--- src/hdl/ecst_pkg.sv ---
// Package: shared types and constants for the endpoint/conversation stats table.
package ecst_pkg;

   localparam int ENDPOINT_SLOTS_DEF     = 64;
   localparam int CONVERSATION_SLOTS_DEF = 64;

   localparam logic [1:0] FUNC_UPDATE  = 2'd0;
   localparam logic [1:0] FUNC_RD_EP   = 2'd1;
   localparam logic [1:0] FUNC_RD_CV   = 2'd2;
   localparam logic [1:0] FUNC_UNUSED  = 2'd3;

   typedef enum logic [3:0] {
      ST_IDLE,
      ST_EP_SCAN,
      ST_EP_WAIT,
      ST_EP_UPD,
      ST_CV_SCAN,
      ST_CV_WAIT,
      ST_CV_UPD,
      ST_RD_WAIT,
      ST_RD_DONE,
      ST_DONE
   } state_type;

   // which endpoint key is being worked on / which conversation key
   typedef struct packed {
      logic scan_start;   // reset scan pointer
      logic scan_step;    // advance scan pointer
      logic ep_side;      // 0 dest, 1 source
      logic cv_rev;       // 1 reverse key search
      logic ep_apply;     // insert-if-needed and count endpoint
      logic cv_apply;     // count conversation (reverse or insert/forward)
      logic rd_issue;     // read request memory access
      logic rsp_load;     // build read response
      logic clear_out;    // clear update result fields
   } cmd_type;

   typedef struct packed {
      logic scan_end;     // pointer reached used count
      logic hit;          // current pointer matches key
   } status_type;

   function automatic logic [31:0] sat_inc(input logic [31:0] v);
      sat_inc = (v == '1) ? v : v + 32'd1;
   endfunction

   function automatic logic [31:0] sat_add(input logic [31:0] v, input logic [15:0] a);
      logic [32:0] s;
      s = {1'b0, v} + {17'd0, a};
      sat_add = s[32] ? '1 : s[31:0];
   endfunction

endpackage

--- src/hdl/ecst_ctrl.sv ---
// Controller: sequences searches, updates and reads.
module ecst_ctrl (
   input  logic                  clock,
   input  logic                  reset,
   input  logic                  start,
   input  logic [1:0]            func,
   input  ecst_pkg::status_type  status,
   output ecst_pkg::cmd_type     cmd,
   output logic                  busy,
   output logic                  done
);

   ecst_pkg::state_type state_ff, state_in;
   logic side_ff, side_in;
   logic rev_ff, rev_in;

   always_ff @(posedge clock) begin
      if (reset) begin
         state_ff <= ecst_pkg::ST_IDLE;
         side_ff  <= 1'b0;
         rev_ff   <= 1'b0;
      end else begin
         state_ff <= state_in;
         side_ff  <= side_in;
         rev_ff   <= rev_in;
      end
   end

   always_comb begin
      state_in = state_ff;
      side_in  = side_ff;
      rev_in   = rev_ff;
      cmd      = '0;
      cmd.ep_side = side_ff;
      cmd.cv_rev  = rev_ff;
      busy     = (state_ff != ecst_pkg::ST_IDLE);
      done     = 1'b0;
      unique case (state_ff)
         ecst_pkg::ST_IDLE: begin
            if (start) begin
               if (func == ecst_pkg::FUNC_UPDATE) begin
                  cmd.scan_start = 1'b1;
                  cmd.clear_out  = 1'b1;
                  side_in  = 1'b0;
                  state_in = ecst_pkg::ST_EP_WAIT;
               end else begin
                  cmd.rd_issue = 1'b1;
                  state_in = ecst_pkg::ST_RD_WAIT;
               end
            end
         end
         // memory read of pointer entry in flight
         ecst_pkg::ST_EP_WAIT: state_in = ecst_pkg::ST_EP_SCAN;
         ecst_pkg::ST_EP_SCAN: begin
            if (status.hit || status.scan_end) begin
               state_in = ecst_pkg::ST_EP_UPD;
            end else begin
               cmd.scan_step = 1'b1;
               state_in = ecst_pkg::ST_EP_WAIT;
            end
         end
         ecst_pkg::ST_EP_UPD: begin
            cmd.ep_apply   = 1'b1;
            cmd.scan_start = 1'b1;
            if (!side_ff) begin
               side_in  = 1'b1;
               state_in = ecst_pkg::ST_EP_WAIT;
            end else begin
               rev_in   = 1'b1;
               state_in = ecst_pkg::ST_CV_WAIT;
            end
         end
         ecst_pkg::ST_CV_WAIT: state_in = ecst_pkg::ST_CV_SCAN;
         ecst_pkg::ST_CV_SCAN: begin
            if (status.hit) begin
               state_in = ecst_pkg::ST_CV_UPD;
            end else if (status.scan_end) begin
               if (rev_ff) begin
                  cmd.scan_start = 1'b1;
                  rev_in   = 1'b0;
                  state_in = ecst_pkg::ST_CV_WAIT;
               end else begin
                  state_in = ecst_pkg::ST_CV_UPD;
               end
            end else begin
               cmd.scan_step = 1'b1;
               state_in = ecst_pkg::ST_CV_WAIT;
            end
         end
         ecst_pkg::ST_CV_UPD: begin
            cmd.cv_apply = 1'b1;
            state_in = ecst_pkg::ST_DONE;
         end
         ecst_pkg::ST_RD_WAIT: state_in = ecst_pkg::ST_RD_DONE;
         ecst_pkg::ST_RD_DONE: begin
            cmd.rsp_load = 1'b1;
            state_in = ecst_pkg::ST_DONE;
         end
         ecst_pkg::ST_DONE: begin
            done     = 1'b1;
            state_in = ecst_pkg::ST_IDLE;
         end
         default: state_in = ecst_pkg::ST_IDLE;
      endcase
   end

`ifndef SYNTHESIS
   a_done_idle: assert property (@(posedge clock) disable iff (reset)
      done |=> state_ff == ecst_pkg::ST_IDLE) else $error("done not followed by idle");
   a_apply_excl: assert property (@(posedge clock) disable iff (reset)
      !(cmd.ep_apply && cmd.cv_apply)) else $error("two applies at once");
   a_start_busy: assert property (@(posedge clock) disable iff (reset)
      (start && !busy) |=> busy) else $error("accepted beat did not go busy");
`endif

endmodule

--- config.mk ---
export PLATFORM = sky130hd
export DESIGN_NAME = ecst_ctrl
export DESIGN_NICKNAME = d
export VERILOG_FILES = /design/src/hdl/ecst_pkg.sv /design/src/hdl/ecst_ctrl.sv
export SDC_FILE = /design/constraint.sdc
export NUM_CORES = 1
export LEC_CHECK = 0
export ABC_AREA = 1
export BUFFER_PORTS_ARGS = -buffer_cell sky130_fd_sc_hd__buf_2
export CAP_MARGIN = 40
export CORE_AREA = 8 8 45 47
export CTS_CLUSTER_DIAMETER = 40
export DETAILED_ROUTE_END_ITERATION = 7
export DIE_AREA = 0 0 53 55
export PLACE_DENSITY = 0.68
export SLEW_MARGIN = 20
export SYNTH_ARGS = -nofsm -noshare
export SYNTH_HDL_FRONTEND = slang
export SYNTH_SLANG_ARGS = --single-unit
--- constraint.sdc ---
create_clock -name clock -period 1.82 [get_ports clock]
set_input_delay 0.273 -clock clock [delete_from_list [all_inputs] [get_ports clock]]
set_output_delay 0.273 -clock clock [all_outputs]
set_load 0.05 [all_outputs]
==> flow_metrics.py, run 1 <==
metrics = {
    "run_status": {
        "outcome": "finished clean",
    },
    "power_and_ir_drop": {
        "ir_worst_vdd_uv": 515,
        "total_power_mw": 0.907,
        "power.combinational.fraction_pct": 63.1,
        "power.sequential.fraction_pct": 24.3,
        "p_int_mw": 0.395,
        "p_switching_mw": 0.513,
        "power_density_mw_per_mm2": 1610,
        "static-leakage-power_nw": 0.344,
        "p_clk_share_pct": 12.6,
        "power.share.switching_pct": 56.5,
    },
    "logic_synthesis": {
        "yosysMostFrequentCell": "nand2_1",
        "syn-cell-area_sq_um": 440,
        "ys.flop_type": "dfxtp_1",
        "ys.warnings.count": 0,
        "ys_async_sr_fraction_pct": 0,
        "synth_area_leader_cell": "dfxtp_1",
        "synth.lib_cells_used.distinct": 16,
        "yosysSeqAreaShare_pct": 27.3,
        "synthCells": 78,
        "ys_top_cells_by_area": "dfxtp_1 (27%), nand2_1 (19%), inv_1 (12%)",
        "post_synth.cell_area_avg_sq_um": 5.65,
        "synth-seq-cells": 6,
        "synthTopCellsByCount": "nand2_1 (22), inv_1 (14), nor2_1 (13)",
        "synth_top_area_share_pct": 27.3,
        "mappedNetlistNets": 85,
        "synth-edff-count": 0,
    },
    "sta": {
        "final_min_period_over_clock_period_pct": 91.5,
        "final.setup.worst_slack_ns": 0.154,
        "rsz0062_at_grt": "no",
        "post-route-min-period_ns": 1.67,
        "setup_viol": 0,
        "tightest_slew_ns": 0.262,
        "report.final.slew_viol_count": 0,
        "hold_worst_slack_ns": 0.243,
        "worst_clock_skew_ns": 0.00118,
        "setup-tns-final_ns": 0,
        "final-hold-violation-count": 0,
        "slew_headroom_pct": 82.5,
        "fmax_ghz": 0.600,
    },
    "global_routing": {
        "antenna_found_initial": 0,
        "wire_length_of_the_first_global_routing_pass_mm": 1.83,
        "gr-total-overflow": 0,
        "track_usage_pct": 8.31,
        "grt_max_degree": 8,
        "first_global_vias": 456,
    },
    "die": {
        "top_level_ports": 18,
        "die_h_microns": 55,
        "fp.coreArea_sq_mm": 0.00138,
        "die_outline_width_microns": 53,
        "start_util_pct": 31.8,
        "fp.dieArea_sq_mm": 0.00292,
        "placement_rows": 14,
    },
    "min_path": {
        "path_type_of_the_worst_min_delay_path": "input port to flop",
        "worstHoldEndpoint": "state_ff[3]",
        "holdPathStages": 2,
        "worstHoldStart": "reset",
    },
    "clocking": {
        "cts_inserted_buffers": 3,
        "cts_tree": "yes",
        "path_clk_slew_ns": 0.04,
        "h-tree-depth": 1,
        "clock_latency_ns": 0.23,
        "cts_root_buffer": "clkbuf_4",
        "clk_path_buf_depth": 2,
        "tritoncts_num_sinks": 6,
    },
    "worst_setup_path": {
        "path_cells": "inv_2 -> nor2_4 -> nand4_1 -> o211ai_1 -> buf_4",
        "critical_path.n_buffers_inverters": 2,
        "timing.critical_path.arrival_ns": 1.39,
        "criticalPathCategory": "flop to output pin",
        "worst_r2r_path_depth": 5,
        "critPathCaptureType": "output pin",
        "worst-endpoint-required_ns": 1.55,
        "worstPathMaxFanout": 5,
        "timing.critical_path.from_type": "flop",
        "crit_slowest_cell": "dfxtp_1",
        "reg2reg_to": "state_ff[0]",
        "r2r_start": "state_ff[2]",
        "reg2reg_setup_slack_ns": 0.67,
        "cp_slowest_stage_delay_ns": 0.42,
        "cp_top_family": "flip-flops",
    },
    "routing": {
        "routed_wl_mm": 1.10,
        "drcViolationCount": 0,
        "drt.antenna.violating_nets": 0,
        "avgViaCountPerCell": 4.49,
        "wire_per_inst_microns": 9.88,
        "dr.first_iter.drc_count": 3,
        "drt_first_pass_iters": 3,
        "vias": 498,
    },
    "place": {
        "worst_slack_placed_ns": 0.304,
        "port_buffers": 17,
        "final_weighted_congestion_in_routability_driven_placement": 0.858,
        "placedInstanceArea_sq_um": 529,
        "detailed_place_hpwl_microns": 941,
    },
    "finish": {
        "nFillCells": 152,
        "multi_input_comb_area_sq_um": 249,
        "post_route_cells_drive_above_1_share_pct": 28.4,
        "areaGrowthSynthToFinish_pct": 27.6,
        "number_of_inserted_diodes": 0,
        "stdcell_area_sq_um": 562,
        "finish.net_count": 104,
        "seqCellArea_sq_um": 120,
    },
    "flow_run": {
        "timing.max_cap.violations": 0,
    },
}
## per-stage QoR
stage,instances,util (%)
finish,111,40.6
CTS,111,39.9
floorplan,78,-
detailed placement,108,38.2
global route,111,40.6
global placement,108,38.2
## flip-flops by register name (all words and copies together), names as in the netlist
signal and count:
state_ff 4, side_ff 1, rev_ff 1
## layout by cell type (no fill, tap or decap), types with 2 or more instances in the layout
master and instances:
dfxtp_1 6, clkbuf_4 4, a21oi_1 7, nand2_1 22, inv_1 14, inv_2 2, nor2_1 11, nor2_2 3
nand3_1 3, buf_2 15
## cells by family (layout without fill, tap and decap cells)
group                  count (synthesis)  in the layout  synth area share, %
AOI/OAI and AO/OA                     10             10                 12.2
and+or+nand+nor                       43             43                 41.8
buffers and inverters                 19             36                 18.8
DFF                                    6              6                 27.3
## worst register-to-register path, stage by stage (launching register included)
cell	delay, ns
dfxtp_1	0.35
nor2_2	0.26
nand3_1	0.19
nand2_1	0.10
nor2_1	0.05
a21oi_1	0.12
## layout make-up
| class | count | share of cell area [%] |
|---|---|---|
| Clock buffer | 3 | 4.01 |
| Inverter | 16 | 10.7 |
| Multi-Input combinational cell | 53 | 44.3 |
| Sequential cell | 6 | 21.4 |
| Tap cell | 16 | 3.56 |
| Timing Repair Buffer | 17 | 16.0 |
## power groups by stage
| stage | Sequential, mW | Clock, mW | Combinational, mW |
|---|---|---|---|
| after floorplan | 0.210 | 0 | 0.456 |
| after global placement | 0.219 | 0 | 0.556 |
| after detailed placement | 0.220 | 0 | 0.558 |
| after CTS | 0.218 | 0.124 | 0.559 |
| after global routing | 0.227 | 0.130 | 0.636 |
| final | 0.221 | 0.114 | 0.572 |
## worst max path at each step
stage,from,endpoint,slack (ns),depth (start not counted)
floorplan,state_ff[2],cmd[8],0.07,4
global placement,state_ff[1],cmd[8],0.31,4
detailed placement,state_ff[1],cmd[8],0.30,4
CTS,state_ff[1],cmd[8],0.04,4
global route,state_ff[2],cmd[8],0.02,5
finish,state_ff[2],cmd[8],0.15,5
## metal layers
layer | share of wire (%) | wire length, microns | vias to the layer above | track usage (%)
met3 | 9.8 | 108 | 2 | 2.67
met2 | 48 | 529 | 10 | 12.7
met1 | 41 | 449 | 213 | 9.13
met4 | 0.91 | 10 | 0 | 7.33
li1 | - | - | 273 | -
met5 | 0 | 0 | - | 0
## timing repair
item / CTS / global route
buffers inserted: 0 / 0
resized for setup: 0 / 5
setup endpoints to repair: 0 / 2
hold buffers: 0 / 0
endpoints found under the hold margin: 0 / 0
(Power assumes the default switching activity.)
==> inputs of run 2 (changes only) <==
Clock period 1.82 ns to 1.97 ns, I/O delays scaled along.
==> run 2 against run 1 <==
Compared with the run above:
- cell count stayed put
- sequential power shrank 8%
- power down 9.0%
- die area unchanged
- first-iteration DRC count grew to 3.0 times the previous value
- utilization down 0.72 points
- flip-flop and latch count unchanged
- largest power group unchanged
==> flow_metrics.py, run 2 (synthesis results as in run 1) <==
metrics = {
    "finish": {
        "largest_reg_flops": 4,
        "number_of_inserted_diodes": 0,
        "finish.net_count": 104,
        "post_route_cells_drive_above_1_share_pct": 26.3,
        "layout.cells.most_common_list": "nand2_1 (22), buf_2 (17), inv_1 (14), nor2_1 (13), a21oi_1 (7)",
        "stdcell_area_sq_um": 552,
        "areaGrowthSynthToFinish_pct": 25.3,
        "final_common_cell": "nand2_1",
        "largest-register": "state_ff",
        "reg_top3": "state_ff (4), rev_ff (1), side_ff (1)",
    },
    "die": {
        "start_util_pct": 31.8,
        "fp.coreArea_sq_mm": 0.00138,
        "top_level_ports": 18,
        "die_outline_width_microns": 53,
        "die_h_microns": 55,
        "fp.dieArea_sq_mm": 0.00292,
        "placement_rows": 14,
    },
    "worst_setup_path": {
        "critPathCaptureType": "output pin",
        "r2r_start": "state_ff[1]",
        "cp_slowest_stage_delay_ns": 0.37,
        "crit_slowest_cell": "dfxtp_1",
        "worstSetupStartpoint": "state_ff[1]",
        "criticalPathCategory": "flop to output pin",
        "number_of_gates_on_the_worst_path_with_buffers_counted": 4,
        "timing.critical_path.from_type": "flop",
        "worst_r2r_path_depth": 5,
        "reg2reg_to": "state_ff[0]",
        "critical_path.n_buffers_inverters": 1,
        "critical_path.endpoint": "cmd[8]",
        "reg2reg_setup_slack_ns": 0.81,
        "cp_top_family": "simple AND/OR/NAND/NOR gates",
        "timing.critical_path.arrival_ns": 1.51,
        "worstPathMaxFanout": 7,
        "worst-endpoint-required_ns": 1.67,
        "path_cells": "nor2_1 -> nand4_1 -> o211ai_1 -> buf_2",
    },
    "sta": {
        "rsz0062_at_grt": "no",
        "final.setup.worst_slack_ns": 0.160,
        "post-route-min-period_ns": 1.81,
        "final-hold-violation-count": 0,
        "worst_clock_skew_ns": 0.00118,
        "hold_worst_slack_ns": 0.266,
        "slew_headroom_pct": 80.7,
        "report.final.slew_viol_count": 0,
        "fmax_ghz": 0.553,
        "setup_viol": 0,
        "final_min_period_over_clock_period_pct": 91.9,
        "setup-tns-final_ns": 0,
        "tightest_slew_ns": 0.288,
    },
    "routing": {
        "routed_wl_mm": 1.12,
        "avgViaCountPerCell": 4.56,
        "drt_first_pass_iters": 4,
        "drcViolationCount": 0,
        "drt.antenna.violating_nets": 0,
        "vias": 506,
        "wire_per_inst_microns": 10.1,
        "dr.first_iter.drc_count": 9,
    },
    "power_and_ir_drop": {
        "total_power_mw": 0.826,
        "ir_worst_vdd_uv": 493,
        "power_density_mw_per_mm2": 1500,
        "static-leakage-power_nw": 0.344,
    },
    "global_routing": {
        "grt_use_met2_pct": 12.7,
        "first_global_vias": 456,
        "grt_max_degree": 8,
        "antenna_found_initial": 0,
        "grt.met3_usage_pct": 2.67,
        "gr-total-overflow": 0,
        "busiest_layer": "met2",
        "use_met1_pct": 9.13,
        "track_usage_pct": 8.31,
        "wire_length_of_the_first_global_routing_pass_mm": 1.83,
    },
    "clocking": {
        "cts_root_buffer": "clkbuf_4",
        "h-tree-depth": 1,
        "tritoncts_num_sinks": 6,
        "cts_hold_buf": 0,
        "path_clk_slew_ns": 0.04,
        "clock_latency_ns": 0.23,
        "post_cts_resized": 0,
        "cts_tree": "yes",
        "clk_path_buf_depth": 2,
        "post_cts_buffers": 0,
        "cts_inserted_buffers": 3,
    },
    "min_path": {
        "path_type_of_the_worst_min_delay_path": "input port to flop",
    },
    "run_status": {
        "outcome": "finished clean",
    },
    "place": {
        "placedInstanceArea_sq_um": 529,
        "port_buffers": 17,
        "detailed_place_hpwl_microns": 941,
        "final_weighted_congestion_in_routability_driven_placement": 0.858,
        "worst_slack_placed_ns": 0.431,
    },
    "flow_run": {
        "timing.max_cap.violations": 0,
    },
}
==> run 2: cell count changes in the layout (fill, tap and decap cells not counted), sizes merged <==
cell    previous run  this run
buf               16        17
clkbuf             4         3
==> run 2: worst min path at each step <==
stage	slack (ns)	start	depth (start not counted)	to
after floorplan	0.36	reset	1	rev_ff
after global placement	0.47	rev_ff	2	rev_ff
after detailed placement	0.48	rev_ff	2	rev_ff
after CTS	0.25	reset	2	state_ff[3]
after global routing	0.26	reset	2	side_ff
final	0.27	reset	2	state_ff[3]
==> run 2: power breakdown <==
| group | total (mW) | leakage [nW] | switching (mW) | internal, mW |
|---|---|---|---|---|
| Clock | 0.106 | 0.0138 | 0.0372 | 0.0684 |
| Combinational | 0.517 | 0.281 | 0.386 | 0.132 |
| Sequential | 0.203 | 0.0491 | 0.0483 | 0.155 |
==> run 2: per-layer routing <==
metal | vias to the layer above | routed length [microns] | part of all wire [%]
met5 | - | 0 | 0
met3 | 2 | 118 | 11
met1 | 220 | 449 | 40
met2 | 14 | 543 | 48
met4 | 0 | 10 | 0.89
li1 | 270 | - | -
==> run 2: cell type report <==
| cell class | instances | area [sq um] |
|---|---|---|
| Sequential cell | 6 | 120 |
| Tap cell | 16 | 20.0 |
| Timing Repair Buffer | 17 | 85.1 |
| Clock buffer | 3 | 22.5 |
| Inverter | 16 | 60.1 |
| Fill cell | 153 | 832 |
| Multi-Input combinational cell | 53 | 244 |
==> run 2: metrics by stage <==
step,cells,util [%]
5_1_grt,111,39.9
6_report,111,39.9
3_5_place_dp,108,38.2
4_1_cts,111,39.9
2_1_floorplan,78,-
3_3_place_gp,108,38.2
==> inputs of run 3 (changes only) <==
Settings changed: ABC_AREA 1 to default, CORE_AREA 8 8 45 47 to default, CORE_MARGIN from default to 8, CORE_UTILIZATION from default to 35, DIE_AREA 0 0 53 55 to default, PLACE_DENSITY 0.68 to 0.7, SLEW_MARGIN 20 to 5.
==> run 3 against run 2 <==
Compared with the run above:
- synthesized cell count decreased by 23%
- largest cell class unchanged
- cell count is 21% lower
- global-route usage up 0.079 points
- register-to-register slack got worse by 0.38 ns
- via count decreased by 11%
- critical path type unchanged
- sequential share of layout area shrank 0.42 points
- flip-flop and latch count stayed put
- final area increased by 4.1%
- maximum frequency shrank 3.7%
- setup slack worse by 0.069 ns
==> flow_metrics.py, run 3 <==
metrics = {
    "run_status": {
        "outcome": "finished clean",
    },
    "global_routing": {
        "gr-total-overflow": 0,
        "wire_length_of_the_first_global_routing_pass_mm": 1.79,
        "antenna_found_initial": 0,
        "track_usage_pct": 8.39,
        "first_global_vias": 407,
        "grt_max_degree": 14,
    },
    "routing": {
        "detailroute.wirelength.met3_microns": 74,
        "wire_per_inst_microns": 13.0,
        "vias": 452,
        "routed_wl_mm": 1.15,
        "drt_first_pass_iters": 4,
        "detail_route.wirelength.met1_microns": 537,
        "drcViolationCount": 0,
        "dr.first_iter.drc_count": 15,
        "avgViaCountPerCell": 5.14,
        "drt.antenna.violating_nets": 0,
        "wl_met2_microns": 512,
        "highest-signal-layer": "met4",
    },
    "die": {
        "start_util_pct": 37.7,
        "die_outline_width_microns": 53.4,
        "top_level_ports": 18,
        "fp.coreArea_sq_mm": 0.00130,
        "die_h_microns": 53.4,
        "placement_rows": 13,
        "fp.dieArea_sq_mm": 0.00286,
    },
    "finish": {
        "number_of_inserted_diodes": 0,
        "post_route_cells_drive_above_1_share_pct": 38.4,
        "finish.net_count": 82,
        "areaGrowthSynthToFinish_pct": 17.1,
        "largest-register": "state_ff",
        "final_common_cell": "buf_2",
        "largest_reg_flops": 4,
        "stdcell_area_sq_um": 574,
        "reg_top3": "state_ff (4), rev_ff (1), side_ff (1)",
        "layout.cells.most_common_list": "buf_2 (16), nor2_1 (8), nor2b_1 (6), clkbuf_4 (4), dfxtp_1 (4)",
        "fin_util_pct": 44.1,
    },
    "logic_synthesis": {
        "yosysMostFrequentCell": "nor2_1",
        "synth_area_leader_cell": "dfxtp_1",
        "synth_top_area_share_pct": 24.5,
        "post_synth.cell_area_avg_sq_um": 8.17,
        "ys.warnings.count": 0,
        "mappedNetlistNets": 67,
        "ys_async_sr_fraction_pct": 0,
        "synth-edff-count": 0,
        "ys.flop_type": "dfxtp_1",
        "synth.lib_cells_used.distinct": 32,
        "ys_top_cells_by_area": "dfxtp_1 (24%), nor2b_1 (7.7%), nor2_1 (6.1%)",
        "synth-seq-cells": 6,
        "syn-cell-area_sq_um": 490,
        "yosysSeqAreaShare_pct": 24.5,
        "synthCells": 60,
        "synthTopCellsByCount": "nor2_1 (8), dfxtp_1 (6), nor2b_1 (6)",
    },
    "place": {
        "final_weighted_congestion_in_routability_driven_placement": 0.792,
        "port_buffers": 17,
        "detailed_place_hpwl_microns": 868,
        "placedInstanceArea_sq_um": 547,
        "worst_slack_placed_ns": 0.334,
    },
    "sta": {
        "post-route-min-period_ns": 1.88,
        "hold_worst_slack_ns": 0.267,
        "slew_headroom_pct": 71.2,
        "rsz0062_at_grt": "no",
        "final_min_period_over_clock_period_pct": 95.4,
        "setup-tns-final_ns": 0,
        "fmax_ghz": 0.532,
        "final.setup.worst_slack_ns": 0.0913,
        "worst_clock_skew_ns": 0.00154,
        "report.final.slew_viol_count": 0,
        "tightest_slew_ns": 0.432,
        "setup_viol": 0,
        "final-hold-violation-count": 0,
    },
    "clocking": {
        "cts_root_buffer": "clkbuf_4",
        "h-tree-depth": 1,
        "post_cts_resized": 0,
        "post_cts_buffers": 0,
        "cts_hold_buf": 0,
        "clock_latency_ns": 0.25,
        "clk_path_buf_depth": 2,
        "tritoncts_num_sinks": 6,
        "cts_inserted_buffers": 3,
        "path_clk_slew_ns": 0.05,
        "cts_tree": "yes",
    },
    "worst_setup_path": {
        "worst_r2r_path_depth": 4,
        "r2r_start": "state_ff[1]",
        "reg2reg_to": "state_ff[0]",
        "worst-endpoint-required_ns": 1.67,
        "worstPathMaxFanout": 11,
        "criticalPathCategory": "flop to output pin",
        "timing.critical_path.from_type": "flop",
        "critical_path.endpoint": "cmd[8]",
        "timing.critical_path.arrival_ns": 1.58,
        "worstSetupStartpoint": "state_ff[1]",
        "reg2reg_setup_slack_ns": 0.43,
        "critPathCaptureType": "output pin",
    },
    "power_and_ir_drop": {
        "static-leakage-power_nw": 0.269,
        "p_switching_mw": 0.512,
        "power.sequential.fraction_pct": 29.0,
        "p_clk_share_pct": 12.3,
        "power.combinational.fraction_pct": 58.8,
        "p_int_mw": 0.434,
        "power.share.switching_pct": 54.1,
        "ir_worst_vdd_uv": 1020,
        "power_density_mw_per_mm2": 1650,
    },
    "min_path": {
        "path_type_of_the_worst_min_delay_path": "input port to flop",
    },
    "flow_run": {
        "timing.max_cap.violations": 0,
    },
}
-- run 3: changes by cell type after synthesis, sizes merged, moves of 2 or more --
| cell | delta |
|---|---|
| a21oi | -5 |
| inv | -14 |
| buf | +3 |
| o21ai | +2 |
| nor3b | +2 |
| and3 | +2 |
| nor2 | -7 |
| nor2b | +6 |
| nor4b | +2 |
| nand2 | -19 |
-- run 3: cell type report --
| class | instances | area [sq um] |
|---|---|---|
| clock buffer | 3 | 22.5 |
| fill | 144 | 727 |
| inverter | 2 | 7.51 |
| multi-input combinational | 45 | 315 |
| sequential | 6 | 123 |
| tap | 15 | 18.8 |
| timing repair buffer | 17 | 87.6 |
-- run 3: per-stage QoR --
step	total power, mW	instances
floorplan	0.768	60
global placement	0.818	85
detailed placement	0.822	85
CTS	0.945	88
global route	1.01	88
finish	0.946	88
-- run 3: power by group through the flow --
stage | Combinational, mW | Sequential, mW | Clock (mW)
after floorplan | 0.585 | 0.184 | 0
final | 0.556 | 0.274 | 0.116
after global placement | 0.550 | 0.268 | 0
after global routing | 0.591 | 0.285 | 0.130
after CTS | 0.557 | 0.267 | 0.122
after detailed placement | 0.552 | 0.269 | 0
-- run 3: logic make-up (layout without fill, tap and decap cells) --
| kind of cell | count (synthesis) | count (layout) | share of synthesized area [%] |
|---|---|---|---|
| buffers and inverters | 9 | 22 | 12.5 |
| AO/OA/AOI/OAI | 13 | 13 | 20.2 |
| AND/OR/NAND/NOR | 31 | 31 | 41.1 |
| XOR/XNOR | 1 | 1 | 1.79 |
| flip-flops | 6 | 6 | 24.5 |
-- run 3: critical path, stage by stage (launching register included) --
cell      delay (ns)
dfxtp_1         0.58
and4bb_1        0.36
a41oi_1         0.06
nand2_1         0.10
clkbuf_4        0.23
-- run 3: how the worst min path moves through the flow --
stage	startpoint	to	slack [ns]	cells after the start
4_1_cts	reset	state_ff[3]	0.27	2
6_report	reset	state_ff[3]	0.27	2
3_3_place_gp	reset	state_ff[3]	0.52	2
3_5_place_dp	reset	state_ff[3]	0.53	2
2_1_floorplan	reset	state_ff[3]	0.37	1
5_1_grt	reset	state_ff[3]	0.26	2
-- run 3: metal layers --
layer | global-route usage (%) | vias up
li1 | - | 237
met1 | 10.4 | 199
met2 | 11.7 | 14
met3 | 3.36 | 2
met4 | 5.04 | 0
met5 | 0 | -
